===== src/rtl/hrd_pkg.sv =====
// ============================================================================
// Hamming row decoder package
// Shared widths, register map, result type and row-geometry helpers.
// ============================================================================
package hrd_pkg;

    localparam int CW_W               = 62;
    localparam int DATA_W             = 56;
    localparam int SYN_W              = 6;
    localparam int BYTES_W            = 3;
    localparam int ROW_LEN_W          = 6;
    localparam int PDATA_W            = 32;
    localparam int PADDR_W            = 3;
    localparam int DEF_MAX_DATA_BYTES = 7;

    localparam logic [BYTES_W-1:0] DATA_BYTES_RESET = BYTES_W'(1);

    // Register word indexes (byte address divided by four).
    localparam logic REG_DATA_BYTES = 1'b0;

    typedef struct packed {
        logic [DATA_W-1:0] data;
        logic [SYN_W-1:0]  syndrome;
        logic              corrected;
        logic              out_of_range;
    } hrd_result_t;

    // Length of a row in positions: 8*bytes data bits plus the check bits.
    function automatic logic [ROW_LEN_W-1:0] row_len(input logic [BYTES_W-1:0] bytes);
        logic [ROW_LEN_W-1:0] len;
        unique case (bytes)
            3'd1:    len = ROW_LEN_W'(12);
            3'd2:    len = ROW_LEN_W'(21);
            3'd3:    len = ROW_LEN_W'(29);
            3'd4:    len = ROW_LEN_W'(38);
            3'd5:    len = ROW_LEN_W'(46);
            3'd6:    len = ROW_LEN_W'(54);
            default: len = ROW_LEN_W'(62);
        endcase
        return len;
    endfunction

    // Codeword position (from 1) of the d-th data bit, counting from 0.
    // Only evaluated with constant arguments.
    function automatic int data_pos(input int d);
        int seen;
        int pos;
        seen = 0;
        pos  = 0;
        for (int k = 1; k <= CW_W; k++) begin
            if ((k & (k - 1)) != 0) begin
                if (seen == d) begin
                    pos = k;
                end
                seen++;
            end
        end
        return pos;
    endfunction

endpackage


===== src/rtl/hrd_cfg_regs.sv =====
// ============================================================================
// Hamming row decoder configuration registers
// APB-style register file holding the data byte count of a row.
// ============================================================================
module hrd_cfg_regs
    import hrd_pkg::*;
(
    input  logic                clk,
    input  logic                rst_n,
    input  logic                psel,
    input  logic                penable,
    input  logic                pwrite,
    input  logic [PADDR_W-1:0]  paddr,
    input  logic [PDATA_W-1:0]  pwdata,
    output logic [PDATA_W-1:0]  prdata,
    output logic                pready,
    output logic [BYTES_W-1:0]  data_bytes
);

    logic                 wr_en;
    logic [BYTES_W-1:0]   data_bytes_reg;
    logic [BYTES_W-1:0]   data_bytes_next;

    assign pready = 1'b1;
    assign wr_en  = psel && penable && pwrite && pready;

    always_comb
    begin
        data_bytes_next = data_bytes_reg;
        if (wr_en && (paddr[2] == REG_DATA_BYTES))
        begin
            data_bytes_next = pwdata[BYTES_W-1:0];
        end
    end

    always_ff @(posedge clk or negedge rst_n)
    begin
        if (!rst_n)
        begin
            data_bytes_reg <= DATA_BYTES_RESET;
        end
        else
        begin
            data_bytes_reg <= data_bytes_next;
        end
    end

    always_comb
    begin
        prdata = '0;
        if (paddr[2] == REG_DATA_BYTES)
        begin
            prdata = PDATA_W'(data_bytes_reg);
        end
    end

    assign data_bytes = data_bytes_reg;

endmodule


===== src/rtl/hrd_decode.sv =====
// ============================================================================
// Hamming row decoder core
// Syndrome parity trees, single-bit correction and data bit extraction.
// ============================================================================
module hrd_decode
    import hrd_pkg::*;
#(
    parameter int MAX_DATA_BYTES = DEF_MAX_DATA_BYTES
)
(
    input  logic [CW_W-1:0]    codeword,
    input  logic [BYTES_W-1:0] data_bytes,
    output hrd_result_t        result
);

    logic [BYTES_W-1:0]   eff_bytes;
    logic [ROW_LEN_W-1:0] n_len;
    logic [CW_W-1:0]      cw_mask;
    logic [CW_W-1:0]      cw_fix;
    logic [SYN_W-1:0]     syn;
    logic                 fix;
    logic                 oor;
    logic [DATA_W-1:0]    packed_bits;
    logic [5:0]           shamt;

    // Zero bytes counts as one, anything above the maximum is clamped.
    always_comb
    begin
        eff_bytes = data_bytes;
        if (data_bytes == '0)
        begin
            eff_bytes = BYTES_W'(1);
        end
        else if (data_bytes > BYTES_W'(MAX_DATA_BYTES))
        begin
            eff_bytes = BYTES_W'(MAX_DATA_BYTES);
        end
    end

    assign n_len = row_len(eff_bytes);

    always_comb
    begin
        for (int i = 0; i < CW_W; i++)
        begin
            cw_mask[i] = codeword[i] && (ROW_LEN_W'(i) < n_len);
        end
        syn = '0;
        for (int j = 0; j < SYN_W; j++)
        begin
            for (int k = 1; k <= CW_W; k++)
            begin
                if (((k >> j) & 1) != 0)
                begin
                    syn[j] = syn[j] ^ cw_mask[k-1];
                end
            end
        end
        fix = (syn != '0) && (syn <= n_len);
        oor = (syn != '0) && (syn > n_len);
        for (int i = 0; i < CW_W; i++)
        begin
            cw_fix[i] = cw_mask[i] ^ (fix && (syn == SYN_W'(i + 1)));
        end
    end

    // Data bits in order, first data bit at the top.
    for (genvar d = 0; d < DATA_W; d++)
    begin : g_pack
        localparam int POS = data_pos(d);
        assign packed_bits[DATA_W-1-d] = cw_fix[POS-1];
    end

    assign shamt = 6'(DATA_W) - {eff_bytes, 3'b000};

    assign result.data         = packed_bits >> shamt;
    assign result.syndrome     = syn;
    assign result.corrected    = fix;
    assign result.out_of_range = oor;

endmodule


===== src/rtl/hamming_row_decoder_corrector.sv =====
// ============================================================================
// Hamming row decoder and corrector
// Single-error-correcting decoder for one codeword row per transaction.
// ============================================================================
// A codeword row enters on the input channel (in_valid, in_stall, codeword)
// and one result leaves on the output channel (out_valid, out_stall, data,
// syndrome, corrected, out_of_range) for every input transaction.
// The row length follows the data_bytes register, written over the APB-style
// port at byte address 0; it should only be changed while the block is idle.
// A row taken from the input channel is held in the input register, and
// its result in the result register. The decode between the two registers
// is one pass of parity trees, a correcting XOR and a byte-granular shift,
// so a new row is accepted on every cycle in which in_stall is low.
// When the receiver stalls, the result register holds its transaction and
// the input register may still take one more row; in_stall rises only once
// both are full. On reset both stages empty and data_bytes returns to one.
// ============================================================================
module hamming_row_decoder_corrector
    import hrd_pkg::*;
#(
    parameter int MAX_DATA_BYTES = DEF_MAX_DATA_BYTES
)
(
    input  logic                clk,
    input  logic                rst_n,
    input  logic                psel,
    input  logic                penable,
    input  logic                pwrite,
    input  logic [PADDR_W-1:0]  paddr,
    input  logic [PDATA_W-1:0]  pwdata,
    output logic [PDATA_W-1:0]  prdata,
    output logic                pready,
    input  logic                in_valid,
    output logic                in_stall,
    input  logic [CW_W-1:0]     codeword,
    output logic                out_valid,
    input  logic                out_stall,
    output logic [DATA_W-1:0]   data,
    output logic [SYN_W-1:0]    syndrome,
    output logic                corrected,
    output logic                out_of_range
);

    logic [BYTES_W-1:0] data_bytes;

    logic               s1_valid_reg;
    logic               s1_valid_next;
    logic [CW_W-1:0]    s1_cw_reg;
    logic [CW_W-1:0]    s1_cw_next;
    logic               out_valid_reg;
    logic               out_valid_next;
    hrd_result_t        out_res_reg;
    hrd_result_t        out_res_next;
    hrd_result_t        dec_res;

    logic               out_adv;
    logic               in_acc;

    hrd_cfg_regs u_cfg (
        .clk        (clk),
        .rst_n      (rst_n),
        .psel       (psel),
        .penable    (penable),
        .pwrite     (pwrite),
        .paddr      (paddr),
        .pwdata     (pwdata),
        .prdata     (prdata),
        .pready     (pready),
        .data_bytes (data_bytes)
    );

    hrd_decode #(
        .MAX_DATA_BYTES (MAX_DATA_BYTES)
    ) u_decode (
        .codeword   (s1_cw_reg),
        .data_bytes (data_bytes),
        .result     (dec_res)
    );

    // The result register moves whenever it is empty or being taken.
    assign out_adv  = !out_valid_reg || !out_stall;
    // The input register only blocks when it is full and cannot drain.
    assign in_stall = s1_valid_reg && !out_adv;
    assign in_acc   = in_valid && !in_stall;

    always_comb
    begin
        s1_valid_next  = s1_valid_reg;
        s1_cw_next     = s1_cw_reg;
        out_valid_next = out_valid_reg;
        out_res_next   = out_res_reg;
        if (in_acc)
        begin
            s1_valid_next = 1'b1;
            s1_cw_next    = codeword;
        end
        else if (out_adv)
        begin
            s1_valid_next = 1'b0;
        end
        if (out_adv)
        begin
            out_valid_next = s1_valid_reg;
            if (s1_valid_reg)
            begin
                out_res_next = dec_res;
            end
        end
    end

    always_ff @(posedge clk or negedge rst_n)
    begin
        if (!rst_n)
        begin
            s1_valid_reg  <= 1'b0;
            out_valid_reg <= 1'b0;
        end
        else
        begin
            s1_valid_reg  <= s1_valid_next;
            out_valid_reg <= out_valid_next;
        end
    end

    // Payload registers carry no reset.
    always_ff @(posedge clk)
    begin
        s1_cw_reg   <= s1_cw_next;
        out_res_reg <= out_res_next;
    end

    assign out_valid    = out_valid_reg;
    assign data         = out_res_reg.data;
    assign syndrome     = out_res_reg.syndrome;
    assign corrected    = out_res_reg.corrected;
    assign out_of_range = out_res_reg.out_of_range;

endmodule


===== config.mk =====
export PLATFORM = sky130hd
export DESIGN_NAME = hamming_row_decoder_corrector
export DESIGN_NICKNAME = d
export VERILOG_FILES = /design/src/rtl/hrd_pkg.sv /design/src/rtl/hrd_cfg_regs.sv /design/src/rtl/hrd_decode.sv /design/src/rtl/hamming_row_decoder_corrector.sv
export SDC_FILE = /design/constraint.sdc
export NUM_CORES = 1
export LEC_CHECK = 0
export ABC_AREA = 1
export ABC_CLOCK_PERIOD_IN_PS = 6890
export BUFFER_PORTS_ARGS = -buffer_cell sky130_fd_sc_hd__buf_2
export CORE_ASPECT_RATIO = 0.8
export CORE_UTILIZATION = 40
export DETAILED_ROUTE_END_ITERATION = 8
export GPL_ROUTABILITY_DRIVEN = 0
export PLACE_DENSITY = 0.61
export REMOVE_ABC_BUFFERS = 1
export SLEW_MARGIN = 5
export SYNTH_ARGS = -nofsm -noshare
export SYNTH_HDL_FRONTEND = slang
export SYNTH_SLANG_ARGS = --single-unit

===== constraint.sdc =====
create_clock -name clk -period 6.89 [get_ports clk]
set_input_delay 0.3445 -clock clk [delete_from_list [all_inputs] [get_ports clk]]
set_output_delay 0.3445 -clock clk [all_outputs]
set_load 0.005 [all_outputs]

**After elaboration in Yosys (flattened, before gate mapping)**

Cells that the tools add are included.

- Register bits after elaboration: 131
- Bits of input ports: 104
- Output and inout bits: 99

- Add/subtract/negate cells: 1
- Order comparisons: 65
- Eq/ne operators: 62
- Shift-type cells: 1
- Muxes and demuxes: 6
- Bitwise gates (word level): 237
- Reduce and logical (&&, ||, !) cells: 134

Operator list:

| kind | count |
|---|---|
| 1-bit XOR | 236 |
| 6-bit equality test, second input constant | 30 |
| 6-bit less-than comparator, first input constant | 30 |
| 1-bit logical AND | 125 |
| 5-bit by 6-bit less-than comparator with 1-bit output, first input constant | 16 |
| 6-bit by 5-bit equality test with 1-bit output, second input constant | 15 |
| 56-bit by 6-bit >> shifter with 56-bit output | 1 |
| 4-bit by 6-bit less-than comparator with 1-bit output, first input constant | 8 |
| 6-bit by 4-bit equality test with 1-bit output, second input constant | 7 |
| 6-bit case mux with 6 select lines | 1 |
| 3-bit by 6-bit less-than comparator with 1-bit output, first input constant | 4 |
| 6-bit by 3-bit equality test with 1-bit output, second input constant | 3 |
| 1-bit by 6-bit less-than comparator with 1-bit output, first input constant | 2 |
| 2-bit by 6-bit less-than comparator with 1-bit output, first input constant | 2 |
| 3-bit equality test, second input constant | 3 |
| 3-bit two-way mux | 3 |
| 3-bit by 2-bit equality test with 1-bit output, second input constant | 2 |
| 6-bit by 2-bit equality test with 1-bit output, second input constant | 1 |
| 6-bit greater-than comparator | 1 |
| 6-bit less-or-equal comparator | 1 |
| 6-bit nonzero test | 1 |
| 6-bit subtractor, first input constant | 1 |
| 1-bit zero test | 4 |
| 3-bit by 1-bit equality test with 1-bit output, second input constant | 1 |
| 7 further kinds | 8 |

**Logic depth before layout (Yosys ltp)**

Gate-level depths: netlist of the first run.

- Depth in word-level cells: 42
- Gate-level depth with buffers: 35

**Hierarchy**

From an unflattened synthesis of the first run, not the netlist that was laid out.

- Cell total of the unflattened synthesis: 1,542
- Area total of the unflattened synthesis: 10,480.1 um^2

By module, submodules not included:

| module | times used | cells an instance | area each (um^2) |
|---|---|---|---|
| hrd_decode | 1 | 1,349 | 6,208.5 |
| hamming_row_decoder_corrector | 1 | 138 | 3,878.7 |
| hrd_cfg_regs | 1 | 55 | 392.9 |

**Worst setup path after synthesis of the first run**

Ideal clock, no wire load.

- Path type: register to register
- Start: register out_valid_reg (netlist: out_valid)
- End: register out_res_reg (netlist bit corrected), enable pin
- Library setup time: 0.507 ns
- Data arrival time: 3.538 ns
- Required time: 6.383 ns
- Path slack: 2.845 ns
- Cell stages (with the launch flop): 2
- Period minus slack after synthesis: 4.045 ns
- Path through: dfrtp_1 > a21oi_1

- Longest elaborated chain between the ends: 3

Ends and longest elaborated chain:

| element | RTL line | source |
|---|---|---|
| start, declared | hamming_row_decoder_corrector.sv:50 | `logic out_valid_reg;` |
| start signal, assigned | hamming_row_decoder_corrector.sv:121 | `out_valid_reg <= out_valid_next;` |
| 1-bit zero test | hamming_row_decoder_corrector.sv:81 | `assign out_adv = !out_valid_reg \|\| !out_stall;` |
| 1-bit logical OR | hamming_row_decoder_corrector.sv:81 |  |
| 2-bit AND reduction (no source line) | - |  |
| end signal, assigned | hamming_row_decoder_corrector.sv:129 | `out_res_reg <= out_res_next;` |
| end, declared | hamming_row_decoder_corrector.sv:52 | `hrd_result_t out_res_reg;` |

No other way between the ends.
A chain may end at the register's enable or synchronous reset.

==> results of run 1 <==
-- worst max-delay path: cells and delay by family, from the launching register on --
family	cells	cell delay, ns
and+or+nand+nor	22	2.54
adders and majority gates	1	0.30
DFF	1	0.93
AOI/OAI and AO/OA	2	0.41
buffers and inverters	4	1.10
-- power breakdown --
group / internal [mW] / switching (mW)
logic: 0.587 / 1.69
clock network: 0.564 / 0.343
registers: 1.05 / 0.0674
total: 2.20 / 2.10
-- routing by layer --
layer | part of all wire | vias to the layer above | global-route usage
met1 | 0.44 | 4793 | 0.3700
li1 | - | 5149 | -
met3 | 0.11 | 83 | 0.06576
met4 | 0.039 | 0 | 0.1165
met2 | 0.41 | 567 | 0.3685
met5 | 0 | - | 0
-- cells by family (layout without fill, tap and decap cells) --
group | after synthesis | after routing
buffers and inverters | 252 | 368
DFF | 131 | 131
and+or+nand+nor | 1041 | 1041
AOI/OAI and AO/OA | 80 | 80
other | 2 | 30
xor gates and xnor gates | 14 | 14
adders and majority gates | 5 | 5
-- layout make-up --
class / instances / share of cell area
clock buffer: 21 / 0.03770
inverter: 182 / 0.05869
multi-input combinational: 1170 / 0.4536
sequential: 131 / 0.3347
timing repair buffer: 154 / 0.06897
clock inverter: 11 / 0.01167
tap: 324 / 0.03470
-- synthesized netlist by cell type (14+ instances only) --
library cell	count
sky130_fd_sc_hd__o21ai_1	17
sky130_fd_sc_hd__inv_1	166
sky130_fd_sc_hd__edfxtp_1	126
sky130_fd_sc_hd__a21oi_1	28
sky130_fd_sc_hd__nand2_1	641
sky130_fd_sc_hd__nand4_1	35
sky130_fd_sc_hd__nor2_1	81
sky130_fd_sc_hd__nand3_1	226
sky130_fd_sc_hd__nand2_2	14
sky130_fd_sc_hd__nand3b_1	23
sky130_fd_sc_hd__buf_4	35
sky130_fd_sc_hd__o21ai_0	21
-- final timing paths --
check,start,to,slack (ns),depth (start not counted)
setup reg to reg,u_cfg.data_bytes[1]$_DFFE_PN0P_,data[11]$_DFFE_PP_,1.35,29
hold / removal,codeword[26],s1_cw_reg[26]$_DFFE_PP_,0.08,1
setup / recovery,u_cfg.data_bytes[1]$_DFFE_PN0P_,data[11]$_DFFE_PP_,1.35,29
max in group asynchronous,rst_n,u_cfg.data_bytes[0]$_DFFE_PN1P_,6.42,2
hold reg to reg,s1_valid_reg$_DFFE_PN0P_,out_valid$_DFFE_PN0N_,0.50,2
min in group asynchronous,rst_n,u_cfg.data_bytes[2]$_DFFE_PN0P_,0.26,2
-- cell usage in the layout, fill, tap and decap left out, drive strengths merged, types with 2 or more instances in the layout --
cell,n
edfxtp,126
bufinv,3
ha,5
nand3,231
dfrtp,4
clkinv,9
o21bai,3
clkinvlp,2
a21oi,28
clkbuf,21
xor2,8
inv,179
nand2,657
nand3b,23
nand4,35
xnor2,6
o211ai,8
nor2,94
conb,30
o21ai,39
buf,153
-- timing repair --
item,4_1_cts,5_1_grt
setup endpoints to repair,0,0
buffers inserted,0,0
resized for setup,0,0
hold buffers,1,0
hold endpoints to repair,5,0
-- through the flow --
stage                 util  worst slack [ns]  hold WS, ns
floorplan                -             2.256      0.04891
global placement    0.4395             1.624       0.1708
detailed placement  0.4395             1.532       0.1721
CTS                 0.4628             1.505      0.06634
global route        0.4628             1.035      0.06641
finish              0.4628             1.352      0.08049
==> results.md, run 1 <==
- MaxCap Viol Count: 0
- Static power due to leakage: 6.044 nW
- Synth async-reset ratio: 0.03817
- EDFF count, synth: 126
- N_diodes: 0
- Dominant combinational cell family by area after synthesis: simple AND/OR/NAND/NOR gates
- Total of warnings raised by yosys: 0
- Post-Layout Inst Area: 11680 µm²
- Initial antenna violation count: 0
- Arrival time of the worst setup path: 5.71 ns
- Number of hold-slack violations in the final timing report: 0
- Synth area leader: sky130_fd_sc_hd__edfxtp_1
- Detailed-route via count: 10.59k
- Total number of placement rows: 52
- Type of the worst setup path: register to register
- Number of ports placed on the die boundary: 203
- Remaining routing DRC violations: 0
- Biggest cell delay along the critical path: 0.93 ns
- Mean cell area of the mapped netlist: 6.734 µm²
- Buffers on Ports: 141
- Cell repeated most along the worst path: sky130_fd_sc_hd__nand2_1
- Rel. slew slack: 0.3964
- Total wire length after detailed routing: 34140 µm
- First-pass GRT wire length: 51250 µm
- Count of mapped cells out of synthesis: 1525
- Largest net degree at the start of global routing: 65
- Share of synthesized cell area in and, or, nand and nor gates: 0.4429
- Non-filler cells in the finished layout: 1993
- Residual antenna-violating net count after detailed routing: 0
- Critical Path Sink Type: register
- Detailed-route wire length per cell: 17.13 µm
- Initial detailed-routing violation count: 1211
- Register area share after synthesis: 0.3808
- Library cells used by synthesis: 38
- Biggest fanout along the worst timing path: 32
- Post-placement cell area: 11100 µm²
- VDD IR max: 286.5 µV
- Total overflow reported by the global router: 0
- Placed cell count: 1960
- Setup TNS: 0 ns
- Area used by multi-input combinational logic: 5299 µm²
- Via-per-instance ratio: 5.315
- Post-Synthesis Cell Area: 10270 µm²
- Startpoint class of the critical path: register
- Starting density of the core: 0.4068
- Die Outline Area: 26320 µm²
- Floorplan Core Area: 25240 µm²
- Register bit count reported by yosys: 131
- Number of detailed-route iterations in the first pass: 6
- Synthesized-area fraction occupied by adder cells: 0.006092
- DP Wirelength: 26570 µm
- Library cell used as clock root buffer: sky130_fd_sc_hd__clkbuf_16
- Bufs on Longest Clock Path: 2
- Fin nets: 1765
- Min Clock Period, post-route: 5.538 ns
- CTS H-tree lvls: 4
- Share of cell area taken by muxes after synthesis: 0
- Number of clock sinks: 131
- Final Slew Violations: 0
- Setup clock skew after layout: 0.01127 ns
- Slew at the pin with the worst max-slew slack: 0.9022 ns
- Sequential cell area: 3910 µm²
- Vert. Die Dim: 145.3 µm
- Ratio of total power to cell area: 368.3 nW/µm²
- Cell types with the largest area share after synthesis: sky130_fd_sc_hd__edfxtp_1 (37%), sky130_fd_sc_hd__nand2_1 (23%), sky130_fd_sc_hd__nand3_1 (11%), sky130_fd_sc_hd__inv_1 (6.1%), sky130_fd_sc_hd__nor2_1 (3.0%)
- Period Utilization, post-route: 0.8038
- Clock slew at reported path FFs: 0.06 ns
- Die Width: 181.1 µm
- Proportion of netlist area held by the largest area contributor: 0.3685
- Number of endpoints failing setup at the final stage: 0
- Area added between synthesis and finish: 13.77%
- Achievable frequency: 180.6 MHz
- Overall Power: 4.303 mW
- Post-synthesis xor/xnor area fraction: 0.01194
- Clock buffers created by TritonCTS: 17
- Number of global-route vias before repair: 9077
- Path class of the lowest-slack min-delay path: input pin to register
- Data required time of the worst path: 7.06 ns
- Flip-flop count of the largest register, all copies and words added: 62
- Count of fill cells added during filler insertion: 2588
- Fraction of final layout cells with drive strength greater than 1: 0.1384
- Setup repair after global routing missed its margin: no
- Status: completed
- Slowest-stage cell, CP: sky130_fd_sc_hd__dfrtp_1
- Total global routing track utilization: 0.2597
- Clk Latency, worst-skew pair: 0.44 ns
- Clock tree from TritonCTS: built
- Top_reg_cell synth: sky130_fd_sc_hd__edfxtp_1
- Compound-Gate Fraction of Synth Area: 0.04265
No activity file was read; power rests on OpenSTA's default activity.
==> run 2, diff against run 1 <==
--- a/config.mk
+++ b/config.mk
@@ -5,8 +5,8 @@
 export SDC_FILE = /design/constraint.sdc
 export NUM_CORES = 1
 export LEC_CHECK = 0
-export ABC_AREA = 1
-export ABC_CLOCK_PERIOD_IN_PS = 6890
+export ABC_AREA = 0
+export ABC_CLOCK_PERIOD_IN_PS = 5100
 export BUFFER_PORTS_ARGS = -buffer_cell sky130_fd_sc_hd__buf_2
 export CORE_ASPECT_RATIO = 0.8
 export CORE_UTILIZATION = 40
==> constraint.sdc (replaced) <==
create_clock -name clk -period 5.1 [get_ports clk]
set_input_delay 0.255 -clock clk [delete_from_list [all_inputs] [get_ports clk]]
set_output_delay 0.255 -clock clk [all_outputs]
set_load 0.005 [all_outputs]
==> run 2 against run 1 <==
Net effect: synthesized cell count fell by 38%; global-route usage rose by 1.7 points; hold slack got worse by 0.076 ns; combinational power rose to 2.6 times the previous value; design area rose by 12%; critical path type unchanged; highest routed layer unchanged.
==> results.md, run 2 <==
- MaxCap Viol Count: 0 (unchanged)
- Area added between synthesis and finish: 35.65% (was 13.77%)
- DP Wirelength: 25450 µm (was 26570 µm)
- Path class of the lowest-slack min-delay path: input pin to register (unchanged)
- Register bit count reported by yosys: 131 (unchanged)
- Fraction of final layout cells with drive strength greater than 1: 0.3336 (was 0.1384)
- Biggest fanout along the worst timing path: 8 (was 32)
- Dominant combinational cell family by area after synthesis: simple AND/OR/NAND/NOR gates (unchanged)
- Ratio of total power to cell area: 668.8 nW/µm² (was 368.3 nW/µm²)
- Final Slew Violations: 0 (unchanged)
- Area used by multi-input combinational logic: 5555 µm² (was 5299 µm²)
- Clock slew at reported path FFs: 0.06 ns (about the same)
- Initial antenna violation count: 0 (unchanged)
- Number of detailed-route iterations in the first pass: 6 (unchanged)
- Setup repair after global routing missed its margin: yes (was no)
- Total number of placement rows: 50 (was 52)
- VDD IR max: 443.4 µV (was 286.5 µV)
- Total of warnings raised by yosys: 0 (unchanged)
- Library cells used by synthesis: 90 (was 38)
- Via-per-instance ratio: 5.647 (was 5.315)
- Critical Path Sink Type: register (unchanged)
- Total global routing track utilization: 0.2769 (was 0.2597)
- Total wire length after detailed routing: 34570 µm (was 34140 µm)
- Post-Synthesis Cell Area: 9673 µm² (was 10270 µm²)
- Buffers on Ports: 141 (unchanged)
- Detailed-route wire length per cell: 21.75 µm (was 17.13 µm)
- Post-synthesis xor/xnor area fraction: 0.1701 (was 0.01194)
- First-pass GRT wire length: 50380 µm (was 51250 µm)
- Leading cell types by count after synthesis: sky130_fd_sc_hd__edfxtp_1 (126), sky130_fd_sc_hd__xnor2_1 (95), sky130_fd_sc_hd__nand2_1 (94), sky130_fd_sc_hd__nor2_1 (66), sky130_fd_sc_hd__xor2_1 (53) (was sky130_fd_sc_hd__nand2_1 (641), sky130_fd_sc_hd__nand3_1 (226), sky130_fd_sc_hd__inv_1 (166), sky130_fd_sc_hd__edfxtp_1 (126), sky130_fd_sc_hd__nor2_1 (81))
- Detailed-route via count: 8973 (was 10.59k)
- Number of clock sinks: 131 (unchanged)
- Static power due to leakage: 5.297 nW (was 6.044 nW)
- Sequential cell area: 3911 µm² (was 3910 µm²)
- Count of mapped cells out of synthesis: 950 (was 1525)
- Synth async-reset ratio: 0.03817 (unchanged)
- EDFF count, synth: 126 (unchanged)
- Total overflow reported by the global router: 0 (unchanged)
- Type of the worst setup path: register to register (unchanged)
- Cell types with the largest area share after synthesis: sky130_fd_sc_hd__edfxtp_1 (39%), sky130_fd_sc_hd__xnor2_1 (8.6%), sky130_fd_sc_hd__xor2_1 (4.8%), sky130_fd_sc_hd__nand2_1 (3.6%), sky130_fd_sc_hd__nor2_1 (2.6%) (was sky130_fd_sc_hd__edfxtp_1 (37%), sky130_fd_sc_hd__nand2_1 (23%), sky130_fd_sc_hd__nand3_1 (11%), sky130_fd_sc_hd__inv_1 (6.1%), sky130_fd_sc_hd__nor2_1 (3.0%))
- Rel. slew slack: 0.4101 (was 0.3964)
- Die Width: 175.9 µm (was 181.1 µm)
- Non-filler cells in the finished layout: 1589 (was 1993)
- Status: completed (unchanged)
- Setup clock skew after layout: 0.009069 ns (was 0.01127 ns)
- Arrival time of the worst setup path: 5.18 ns (was 5.71 ns)
- Post-placement cell area: 11550 µm² (was 11100 µm²)
- Data required time of the worst path: 5.28 ns (was 7.06 ns)
- Setup TNS: 0 ns (unchanged)
- Worst hold slack: 0.004938 ns (was 0.08049 ns)
- Commonest non-fill, non-tap cells in the layout: sky130_fd_sc_hd__buf_4 (156), sky130_fd_sc_hd__buf_2 (141), sky130_fd_sc_hd__edfxtp_1 (126) (was sky130_fd_sc_hd__nand2_1 (641), sky130_fd_sc_hd__nand3_1 (226), sky130_fd_sc_hd__inv_1 (165))
- Minimum setup slack in the final design: 0.09380 ns (was 1.352 ns)
- CTS H-tree lvls: 4 (unchanged)
- Remaining routing DRC violations: 0 (unchanged)
- Library cell used as clock root buffer: sky130_fd_sc_hd__clkbuf_16 (unchanged)
- Mean cell area of the mapped netlist: 10.18 µm² (was 6.734 µm²)
- Number of ports placed on the die boundary: 203 (unchanged)
- Number of hold-slack violations in the final timing report: 0 (unchanged)
- Fin nets: 1373 (was 1765)
- Most used standard cell by instance count after synthesis: sky130_fd_sc_hd__edfxtp_1 (was sky130_fd_sc_hd__nand2_1)
- Largest net degree at the start of global routing: 65 (unchanged)
- Number of endpoints failing setup at the final stage: 0 (unchanged)
- Die Outline Area: 24810 µm² (was 26320 µm²)
- N_diodes: 0 (unchanged)
- Residual antenna-violating net count after detailed routing: 0 (unchanged)
- Startpoint class of the critical path: register (unchanged)
- Register area share after synthesis: 0.4042 (was 0.3808)
- Worst slack after detailed placement: -0.01033 ns (was 1.532 ns)
- Bufs on Longest Clock Path: 2 (unchanged)
- Min Clock Period, post-route: 5.006 ns (was 5.538 ns)
- Synth area leader: sky130_fd_sc_hd__edfxtp_1 (unchanged)
- Clock buffers created by TritonCTS: 17 (unchanged)
- Share of cell area taken by muxes after synthesis: 0.04747 (was 0)
- Flip-flop count of the largest register, all copies and words added: 62 (unchanged)
- Clock tree from TritonCTS: built (unchanged)
- Slew at the pin with the worst max-slew slack: 0.8848 ns (was 0.9022 ns)
- Placed cell count: 1487 (was 1960)
- Starting density of the core: 0.4101 (was 0.4068)
- Post-Layout Inst Area: 13120 µm² (was 11680 µm²)
- Clk Latency, worst-skew pair: 0.43 ns (was 0.44 ns)
- Period Utilization, post-route: 0.9816 (was 0.8038)
- Proportion of netlist area held by the largest area contributor: 0.3912 (was 0.3685)
- Vert. Die Dim: 141.1 µm (was 145.3 µm)
- Share of synthesized cell area in and, or, nand and nor gates: 0.1711 (was 0.4429)
- Floorplan Core Area: 23590 µm² (was 25240 µm²)
- Top_reg_cell synth: sky130_fd_sc_hd__edfxtp_1 (unchanged)
- Most common library cell in the layout ignoring fill and taps: sky130_fd_sc_hd__buf_4 (was sky130_fd_sc_hd__nand2_1)
- Count of fill cells added during filler insertion: 2102 (was 2588)
- Achievable frequency: 199.8 MHz (was 180.6 MHz)
- Compound-Gate Fraction of Synth Area: 0.1433 (was 0.04265)
- Synthesized-area fraction occupied by adder cells: 0.006467 (was 0.006092)
- Initial detailed-routing violation count: 1098 (was 1211)
- Number of global-route vias before repair: 8232 (was 9077)
==> run 2: cell families (layout without fill, tap and decap cells) <==
group           count (synthesis)  in the layout
simple gates                  322            322
compound gates                182            182
xor+xnor                      164            164
flops                         131            131
buf+inv                       107            406
mux                            37             37
fa+ha+maj                       5              5
other cells                     2             30
==> run 2: final cells by class <==
type,count,share of cell area
clock inverters,11,0.01335
multi-input cells,740,0.4234
repair buffers,359,0.1961
well taps,312,0.02975
inverters,15,0.004291
clock buffers,21,0.03509
flip-flops and latches,131,0.2981
==> run 2: final timing paths <==
kind	from	end	slack, ns	cells past startpoint
setup / recovery	u_cfg.data_bytes[0]$_DFFE_PN1P_	data[22]$_DFFE_PP_	0.09	19
hold / removal	codeword[4]	s1_cw_reg[4]$_DFFE_PP_	0.005	1
setup reg to reg	u_cfg.data_bytes[0]$_DFFE_PN1P_	data[22]$_DFFE_PP_	0.09	19
hold reg to reg	s1_valid_reg$_DFFE_PN0P_	out_valid$_DFFE_PN0N_	0.48	1
max in group asynchronous	rst_n	u_cfg.data_bytes[0]$_DFFE_PN1P_	4.72	2
min in group asynchronous	rst_n	s1_valid_reg$_DFFE_PN0P_	0.17	2
==> run 2: per-stage QoR <==
step / power [mW] / util
after floorplan: 4.553 / -
after global routing: 9.129 / 0.5563
after CTS: 8.163 / 0.5396
after detailed placement: 6.756 / 0.4895
after global placement: 6.711 / 0.4895
final: 8.776 / 0.5563
==> run 2: timing repair <==
item | CTS | global route
gates cloned | 0 | 1
setup buffers | 1 | 17
gates resized for setup | 4 | 45
hold buffers | 51 | 0
pin swaps | 3 | 26
setup endpoints to repair | 7 | 49
hold endpoints to repair | 55 | 0
==> run 2: worst max-delay path, stage by stage, from the launching register on <==
cell and delay (ns):
sky130_fd_sc_hd__dfstp_2 0.56, sky130_fd_sc_hd__buf_6 0.14, sky130_fd_sc_hd__and3_4 0.20, sky130_fd_sc_hd__nand2_4 0.07, sky130_fd_sc_hd__xnor2_4 0.15, sky130_fd_sc_hd__xnor2_2 0.21, sky130_fd_sc_hd__xnor3_1 0.44, sky130_fd_sc_hd__xnor3_2 0.40
sky130_fd_sc_hd__inv_2 0.09, sky130_fd_sc_hd__ha_4 0.19, sky130_fd_sc_hd__and3_4 0.18, sky130_fd_sc_hd__and3_4 0.19, sky130_fd_sc_hd__and2_4 0.15, sky130_fd_sc_hd__mux2_4 0.28, sky130_fd_sc_hd__o311ai_4 0.31, sky130_fd_sc_hd__buf_12 0.16
sky130_fd_sc_hd__nor3_1 0.06, sky130_fd_sc_hd__xor2_1 0.45, sky130_fd_sc_hd__a21oi_1 0.13, sky130_fd_sc_hd__a221o_1 0.37
==> run 2: layer usage <==
metal,global-route usage,wire length (µm)
met5,0,0
met4,0.09474,1247
met2,0.4052,14520
met3,0.08441,4225
met1,0.3862,14570
==> run 2: report_power, final <==
group	internal [mW]	leakage, nW	switching, mW	total, mW
Clock	0.847	0.304	0.476	1.32
Sequential	1.43	1.28	0.0832	1.52
Combinational	2.46	3.71	3.47	5.94
==> run 3, diff against run 2 <==
--- a/config.mk
+++ b/config.mk
@@ -12,6 +12,7 @@
 export CORE_UTILIZATION = 40
 export DETAILED_ROUTE_END_ITERATION = 8
 export GPL_ROUTABILITY_DRIVEN = 0
+export HOLD_SLACK_MARGIN = 0.08
 export PLACE_DENSITY = 0.61
 export REMOVE_ABC_BUFFERS = 1
 export SLEW_MARGIN = 5
==> run 3 against run 2 <==
Net effect: combinational power is essentially flat; first-iteration DRC count grew 4.8%; highest routed layer unchanged; design area grew 1.2%; largest cell class unchanged; hold slack gained 0.089 ns.
==> results.md, run 3 (synthesis gave the netlist of run 2 again) <==
- Status: completed (unchanged)
- Commonest non-fill, non-tap cells in the layout: sky130_fd_sc_hd__buf_4 (156), sky130_fd_sc_hd__buf_2 (141), sky130_fd_sc_hd__edfxtp_1 (126) (unchanged)
- Arrival time of the worst setup path: 5.16 ns (was 5.18 ns)
- Fin nets: 1389 (was 1373)
- Bufs on Longest Clock Path: 2 (unchanged)
- Library cell used as clock root buffer: sky130_fd_sc_hd__clkbuf_16 (unchanged)
- Die Outline Area: 24810 µm² (unchanged)
- Ratio of total power to cell area: 660.7 nW/µm² (was 668.8 nW/µm²)
- Achievable frequency: 200.8 MHz (was 199.8 MHz)
- Die Width: 175.9 µm (unchanged)
- Residual antenna-violating net count after detailed routing: 0 (unchanged)
- Minimum setup slack in the final design: 0.1191 ns (was 0.09380 ns)
- Post-placement cell area: 11550 µm² (unchanged)
- Data required time of the worst path: 5.27 ns (was 5.28 ns)
- Number of detailed-route iterations in the first pass: 6 (unchanged)
- Total global routing track utilization: 0.2808 (was 0.2769)
- Total wire length after detailed routing: 35110 µm (was 34570 µm)
- Detailed-route via count: 9024 (was 8973)
- Final Slew Violations: 0 (unchanged)
- Initial detailed-routing violation count: 1151 (was 1098)
- Total overflow reported by the global router: 0 (unchanged)
- Number of endpoints failing setup at the final stage: 0 (unchanged)
- Floorplan Core Area: 23590 µm² (unchanged)
- Clk Latency, worst-skew pair: 0.43 ns (about the same)
- CTS H-tree lvls: 4 (unchanged)
- Detailed-route wire length per cell: 21.87 µm (was 21.75 µm)
- Number of global-route vias before repair: 8361 (was 8232)
- Vert. Die Dim: 141.1 µm (unchanged)
- Starting density of the core: 0.4101 (unchanged)
- Area added between synthesis and finish: 37.30% (was 35.65%)
- Path class of the lowest-slack min-delay path: input pin to register (unchanged)
- VDD IR max: 438.0 µV (was 443.4 µV)
- Total number of placement rows: 50 (unchanged)
- Overall Power: 8.775 mW (was 8.776 mW)
- Initial antenna violation count: 0 (unchanged)
- Period Utilization, post-route: 0.9767 (was 0.9816)
- Number of hold-slack violations in the final timing report: 0 (unchanged)
- Largest net degree at the start of global routing: 65 (unchanged)
- Startpoint class of the critical path: register (unchanged)
- First-pass GRT wire length: 51080 µm (was 50380 µm)
- Most common library cell in the layout ignoring fill and taps: sky130_fd_sc_hd__buf_4 (unchanged)
- Critical Path Sink Type: register (unchanged)
- Flip-flop count of the largest register, all copies and words added: 62 (unchanged)
- Post-Layout Inst Area: 13280 µm² (was 13120 µm²)
- Number of ports placed on the die boundary: 203 (unchanged)
- Fraction of final layout cells with drive strength greater than 1: 0.3302 (was 0.3336)
- N_diodes: 0 (unchanged)
- Worst hold slack: 0.09366 ns (was 0.004938 ns)
- Clock tree from TritonCTS: built (unchanged)
- Min Clock Period, post-route: 4.981 ns (was 5.006 ns)
- MaxCap Viol Count: 0 (unchanged)
- Number of clock sinks: 131 (unchanged)
- Worst slack after detailed placement: -0.01033 ns (unchanged)
- Utilization after layout: 0.5631 (was 0.5563)
- Buffers on Ports: 141 (unchanged)
- Setup clock skew after layout: 0.009293 ns (was 0.009069 ns)
- Clock slew at reported path FFs: 0.06 ns (about the same)
- Slew at the pin with the worst max-slew slack: 0.8731 ns (was 0.8848 ns)
- Remaining routing DRC violations: 0 (unchanged)
- Biggest fanout along the worst timing path: 6 (was 8)
- Type of the worst setup path: register to register (unchanged)
- DP Wirelength: 25450 µm (unchanged)
- Rel. slew slack: 0.4179 (was 0.4101)
- Static power due to leakage: 5.369 nW (was 5.297 nW)
- Via-per-instance ratio: 5.622 (was 5.647)
- Clock buffers created by TritonCTS: 17 (unchanged)
==> run 3: changes by cell type in the layout (fill, tap and decap cells not counted), sizes merged <==
cell,change
dlygate4sd3,+16
==> run 3: area by class of cell <==
type / count / area (µm²)
Clock inverter: 11 / 175.2
Multi-Input combinational cell: 740 / 5555
Fill cell: 2084 / 10300
Tap cell: 312 / 390.4
Clock buffer: 21 / 460.4
Inverter: 15 / 56.30
Sequential cell: 131 / 3911
Timing Repair Buffer: 375 / 2733
==> run 3: final timing paths <==
check / slack, ns / depth (start not counted) / endpoint / start
min in group asynchronous: 0.18 / 2 / s1_valid_reg$_DFFE_PN0P_ / rst_n
max: 0.12 / 21 / data[22]$_DFFE_PP_ / u_cfg.data_bytes[0]$_DFFE_PN1P_
max reg2reg: 0.12 / 21 / data[22]$_DFFE_PP_ / u_cfg.data_bytes[0]$_DFFE_PN1P_
max in group asynchronous: 4.70 / 2 / u_cfg.data_bytes[0]$_DFFE_PN1P_ / rst_n
min: 0.09 / 2 / out_valid$_DFFE_PN0N_ / out_stall
min reg2reg: 0.48 / 1 / out_valid$_DFFE_PN0N_ / s1_valid_reg$_DFFE_PN0P_
==> run 3: worst max-delay path: stages (launching register included) <==
cell and delay [ns]:
sky130_fd_sc_hd__dfstp_2 0.56, sky130_fd_sc_hd__buf_6 0.14, sky130_fd_sc_hd__and3_4 0.20, sky130_fd_sc_hd__nand2_4 0.07, sky130_fd_sc_hd__xnor2_4 0.14, sky130_fd_sc_hd__xnor2_2 0.20
sky130_fd_sc_hd__xnor3_1 0.43, sky130_fd_sc_hd__xnor3_2 0.41, sky130_fd_sc_hd__inv_2 0.09, sky130_fd_sc_hd__ha_4 0.19, sky130_fd_sc_hd__and3_4 0.18, sky130_fd_sc_hd__and3_4 0.18
sky130_fd_sc_hd__nor2b_2 0.15, sky130_fd_sc_hd__mux2_4 0.31, sky130_fd_sc_hd__buf_6 0.13, sky130_fd_sc_hd__o311ai_4 0.21, sky130_fd_sc_hd__buf_4 0.18, sky130_fd_sc_hd__clkbuf_16 0.14
sky130_fd_sc_hd__nor3_1 0.06, sky130_fd_sc_hd__xnor2_1 0.30, sky130_fd_sc_hd__o22ai_1 0.13, sky130_fd_sc_hd__a221o_1 0.31
==> run 3: per-layer routing <==
layer | wire [µm] | vias up | GRT usage
met3 | 4385 | 104 | 0.08468
met2 | 14780 | 596 | 0.4121
met1 | 14620 | 4238 | 0.3903
met4 | 1319 | 0 | 0.09886
met5 | 0 | - | 0
li1 | - | 4086 | -
==> run 3: repair_timing <==
item | CTS | global route
gates resized for setup | 4 | 45
endpoints found under the setup margin | 7 | 49
hold endpoints to repair | 71 | 0
hold buffers | 67 | 0
pin swaps | 3 | 28
gates cloned | 0 | 1
setup buffers | 1 | 17
==> run 3: stage by stage <==
step	TNS [ns]	instances
after global placement	-0.01375	1487
final	0	1605
after detailed placement	-0.01033	1487
after floorplan	-91.30	886
after CTS	0	1587
after global routing	-0.1109	1605
==> run 3: power by group <==
part | internal (mW) | switching, mW
clock | 0.847 | 0.477
sequential | 1.43 | 0.0836
combinational | 2.47 | 3.47
total | 4.75 | 4.03
